==> config.mk <==
export PLATFORM = sky130hd
export DESIGN_NAME = srt_ctrl
export DESIGN_NICKNAME = d
export VERILOG_FILES = /design/src/hdl/srt_pkg.sv /design/src/hdl/srt_ctrl.sv
export SDC_FILE = /design/constraint.sdc
export NUM_CORES = 1
export LEC_CHECK = 0
export ABC_CLOCK_PERIOD_IN_PS = 1600
export BUFFER_PORTS_ARGS = -buffer_cell sky130_fd_sc_hd__buf_2
export CORE_AREA = 10 10 47 49
export DETAILED_ROUTE_END_ITERATION = 16
export DIE_AREA = 0 0 57 59
export PLACE_DENSITY = 0.39
export REMOVE_ABC_BUFFERS = 1
export SYNTH_ARGS = -nofsm -noshare
export SYNTH_HDL_FRONTEND = slang
export SYNTH_SLANG_ARGS = --single-unit
==> constraint.sdc <==
create_clock -name clk -period 1.6 [get_ports clk]
set_input_delay 0 -clock clk [delete_from_list [all_inputs] [get_ports clk]]
set_output_delay 0 -clock clk [all_outputs]
set_load 0.03 [all_outputs]
==> src/hdl/srt_pkg.sv <==
`timescale 1ns / 1ps
// ----------------------------------------------------------------------------
// Session reverse table package
// Shared widths, operation and result codes, item types and the
// controller/datapath command and status bundles.
// ----------------------------------------------------------------------------
package srt_pkg;

  localparam int SESSIONS_DEF  = 1024;
  localparam int ROLE_BITS_DEF = 4;

  localparam int SID_W   = 10;
  localparam int IP_W    = 32;
  localparam int PORT_W  = 16;
  localparam int ROLE_W  = 4;
  localparam int OP_W    = 3;
  localparam int KIND_W  = 2;
  localparam int TUPLE_W = IP_W + 2 * PORT_W;

  localparam int S_TDATA_W = 80;
  localparam int S_TUSER_W = OP_W;
  localparam int M_TDATA_W = 128;
  localparam int M_TUSER_W = KIND_W;

  localparam int CFG_INDEX_W = 4;
  localparam int CFG_DATA_W  = 32;

  localparam logic [CFG_INDEX_W-1:0] REG_LOCAL_IP     = CFG_INDEX_W'(0);
  localparam logic [CFG_INDEX_W-1:0] REG_INVALID_ROLE = CFG_INDEX_W'(1);

  localparam logic [ROLE_W-1:0] INVALID_ROLE_RST = 4'hF;

  localparam logic [OP_W-1:0] OP_INSERT       = 3'd0;
  localparam logic [OP_W-1:0] OP_TUPLE_LOOKUP = 3'd1;
  localparam logic [OP_W-1:0] OP_ROLE_RX      = 3'd2;
  localparam logic [OP_W-1:0] OP_ROLE_TX      = 3'd3;
  localparam logic [OP_W-1:0] OP_RELEASE      = 3'd4;

  localparam logic [KIND_W-1:0] KIND_TUPLE   = 2'd0;
  localparam logic [KIND_W-1:0] KIND_ROLE_RX = 2'd1;
  localparam logic [KIND_W-1:0] KIND_ROLE_TX = 2'd2;
  localparam logic [KIND_W-1:0] KIND_RELEASE = 2'd3;

  typedef struct packed {
    logic [OP_W-1:0]   op;
    logic [SID_W-1:0]  sess_id;
    logic [IP_W-1:0]   remote_ip;
    logic [PORT_W-1:0] remote_port;
    logic [PORT_W-1:0] local_port;
    logic [ROLE_W-1:0] role;
  } srt_item_t;

  typedef struct packed {
    logic [KIND_W-1:0] kind;
    logic [IP_W-1:0]   src_ip;
    logic [IP_W-1:0]   dst_ip;
    logic [PORT_W-1:0] src_port;
    logic [PORT_W-1:0] dst_port;
    logic [ROLE_W-1:0] role_out;
    logic [PORT_W-1:0] released_port_le;
    logic [SID_W-1:0]  released_session;
  } srt_result_t;

  typedef struct packed {
    logic capture;
    logic clear_en;
    logic read_en;
    logic exec;
  } srt_cmd_t;

  typedef struct packed {
    logic clear_done;
    logic has_result;
    logic out_free;
  } srt_status_t;

  function automatic logic [PORT_W-1:0] byte_swap16(input logic [PORT_W-1:0] v);
    byte_swap16 = {v[7:0], v[15:8]};
  endfunction

endpackage

==> src/hdl/srt_ctrl.sv <==
`timescale 1ns / 1ps
// ----------------------------------------------------------------------------
// Session reverse table controller
// Sequences the valid-bit clearing pass and the accept/read/execute steps.
// ----------------------------------------------------------------------------
module srt_ctrl (
  input  logic                clk,
  input  logic                rst,
  input  logic                s_tvalid,
  output logic                s_tready,
  input  srt_pkg::srt_status_t status,
  output srt_pkg::srt_cmd_t    cmd
);

  import srt_pkg::*;

  typedef enum logic [3:0] {
    ST_CLEAR = 4'b0001,
    ST_IDLE  = 4'b0010,
    ST_READ  = 4'b0100,
    ST_EXEC  = 4'b1000
  } srt_state_t;

  srt_state_t state;
  srt_state_t state_next;

  always_ff @(posedge clk) begin
    if (rst) begin
      state <= ST_CLEAR;
    end else begin
      state <= state_next;
    end
  end

  always_comb begin
    state_next = state;
    cmd        = '0;
    s_tready   = 1'b0;
    unique case (state)
      ST_CLEAR: begin
        cmd.clear_en = 1'b1;
        if (status.clear_done) begin
          state_next = ST_IDLE;
        end
      end
      ST_IDLE: begin
        s_tready = 1'b1;
        if (s_tvalid) begin
          cmd.capture = 1'b1;
          state_next  = ST_READ;
        end
      end
      ST_READ: begin
        cmd.read_en = 1'b1;
        state_next  = ST_EXEC;
      end
      ST_EXEC: begin
        // hold while a result has nowhere to go
        if (!status.has_result || status.out_free) begin
          cmd.exec   = 1'b1;
          state_next = ST_IDLE;
        end
      end
      default: begin
        state_next = ST_CLEAR;
      end
    endcase
  end

endmodule

==> results.json <==
{
  "hp-class": "in2reg",
  "grt_usage_pct": 4.916,
  "crit_fanout": 4,
  "setup.worst_path.class": "reg2reg",
  "slew_headroom_pct": 84.13,
  "cts_sinks": 4,
  "core_um2": 1401,
  "dieArea_um2": 3363,
  "post-route-util_pct": 26.79,
  "finalMaxSlewViolations": 0,
  "syn_inst": 33,
  "first_global_vias": 295,
  "nets": 55,
  "wl_per_cell_um": 11.63,
  "synth_area_um2": 267.8,
  "h-tree-depth": 1,
  "reg2reg_setup_slack_ns": 0.1,
  "initial_core_util_pct": 19.11,
  "period_share_pct": 94.00,
  "avgSynthCellArea_um2": 8.114,
  "setup_viol": 0,
  "drt_pass1_iterations": 3,
  "synthTopCellsByArea": "dfxtp_1 30%, nor4b_1 6.5%, a21oi_1 5.6%, buf_4 5.6%, nor2_1 5.6%",
  "antenna_cells": 0,
  "yosysWarnings": 0,
  "reg_top3": "state (4)",
  "fmax_mhz": 664.9,
  "reg2reg_depth": 3,
  "antenna_found_initial": 0,
  "ioPinCount": 11,
  "crit_start": "state[0]",
  "worst_pin_slew_ns": 0.2375,
  "wirelength_um": 733,
  "synth_top_area_share_pct": 29.91,
  "place_congestion": 0.6848,
  "cts_tree": "built",
  "drc": 0,
  "grt_max_degree": 9,
  "post-cts-setup-buffers": 0,
  "finalNonFillerCells": 63,
  "fp.dieH_um": 59,
  "total_leakage_power_uw": 0.0001808,
  "clock_latency_ns": 0.24,
  "p_per_area_nw_per_um2": 847.7,
  "finalHoldViolCount": 0,
  "viasPerCell": 4.492,
  "r2r_start": "state[0]",
  "portBuffers": 10,
  "seq_area_frac_synth_pct": 29.91,
  "largest_register_ffs": 4,
  "crit_path_start_kind": "register",
  "fin_skew_ns": 0.008695,
  "arrival_ns": 1.64,
  "synth-seq-cells": 4,
  "drt_iter0_drc": 2,
  "yosysUniqueCellTypes": 21,
  "max_cap_viol_count": 0,
  "endpoint": "state[1]",
  "dp_cells": 59,
  "grt-ovfl-total": 0,
  "required_ns": 1.74,
  "vias": 283,
  "power_uw": 318.2,
  "syn_to_final_growth_pct": 40.19,
  "rr_endpoint": "state[1]",
  "fin_crit_ns": 1.504,
  "status": "finished clean",
  "detailed_place_hpwl_um": 582.3,
  "pre_cts_ws_ns": 0.1065,
  "clkTransAtPathRegs_ns": 0.04,
  "ir_drop_mv": 0.4492,
  "clock_path_buffers": 2,
  "cts_buffers": 3,
  "root_buffer": "clkbuf_4",
  "layout-drive-gt1-share_pct": 42.55,
  "grt_setup_unrepaired": "false",
  "final_antenna_net_count": 0,
  "fill_cells": 165,
  "yosys.area.top_type": "dfxtp_1",
  "fp-row-count": 14,
  "dieWidth_um": 57,
  "end_kind": "register",
  "setup_ws_ns": 0.09596,
  "grt_pass1_wl_um": 1255,
  "top_register": "state"
}
-- area by class of cell --
cell class / count / area [um2] / area share [%]
multi-input combinational: 22 / 151.4 / 40.33
timing repair buffer: 15 / 90.09 / 24.00
clock buffer: 3 / 22.52 / 6.000
inverter: 3 / 11.26 / 3.000
sequential: 4 / 80.08 / 21.33
tap: 16 / 20.02 / 5.333
-- kinds of logic (layout without fill, tap and decap cells) --
logic type | after synthesis | after routing | share of synthesized area (%)
xor+xnor | 1 | 1 | 3.272
flops | 4 | 4 | 29.91
compound gates | 7 | 7 | 16.35
simple gates | 14 | 14 | 34.58
buf+inv | 7 | 21 | 15.88
-- worst min path at each step --
stage / startpoint / end / slack, ns / depth (start not counted)
finish: status[0] / state[3] / 0.09 / 3
global route: status[0] / state[3] / 0.1 / 3
CTS: status[0] / state[3] / 0.08 / 3
detailed placement: rst / state[3] / 0.23 / 2
global placement: rst / state[2] / 0.24 / 2
floorplan: rst / state[3] / 0.07 / 1
-- repair_timing --
item	4_1_cts	5_1_grt
hold buffers	1	0
setup endpoints to repair	0	1
endpoints found under the hold margin	2	0
resized for setup	0	1
-- per-stage QoR --
step | hold slack, ns | instance area, um2 | setup TNS (ns)
floorplan | 0.06907 | 236.5 | -0.9678
global placement | 0.2391 | 336.6 | 0
detailed placement | 0.2295 | 336.6 | 0
CTS | 0.08480 | 369.1 | 0
global route | 0.09798 | 375.4 | 0
finish | 0.09098 | 375.4 | 0
-- synth_stat cells --
cell type / count
a211o_2: 1
nor3b_1: 1
o22ai_1: 1
clkbuf_2: 1
nor2b_1: 1
nor4b_1: 2
xnor2_1: 1
buf_6: 1
or3b_1: 1
nand3_1: 1
nor2_1: 4
o31ai_1: 1
nand2_1: 1
inv_1: 3
and2_1: 1
buf_4: 2
o21ai_0: 1
dfxtp_1: 4
a21oi_1: 3
or4b_4: 1
and4_1: 1
-- layer usage --
metal  GRT usage (%)  up-vias  part of all wire (%)
li1                -      142                     -
met1           4.604      129                    45
met2           7.287        9                    45
met3           3.004        3                   6.0
met4           4.698        0                   2.9
met5               0        -                     0
-- worst max-delay path: stages (launching register included) --
cell and delay [ns]:
dfxtp_1 0.30, or4b_4 0.55, or3b_1 0.39, and4_1 0.16
-- cell usage in the layout (no fill, tap or decap), types with 3 or more instances in the layout --
| cell type | instances |
|---|---|
| dfxtp_1 | 4 |
| nor2_1 | 4 |
| clkbuf_4 | 3 |
| buf_4 | 4 |
| buf_2 | 10 |
| a21oi_1 | 3 |
| inv_1 | 3 |
-- report_power, final --
part / internal, uW / leakage (uW) / switching (uW) / total [uW]
combinational: 36.3 / 0.000134 / 41.5 / 77.8
clock: 84.2 / 0.0000138 / 46.4 / 131
sequential: 106 / 0.0000327 / 3.55 / 110
Power figures use the tool's default switching activity.
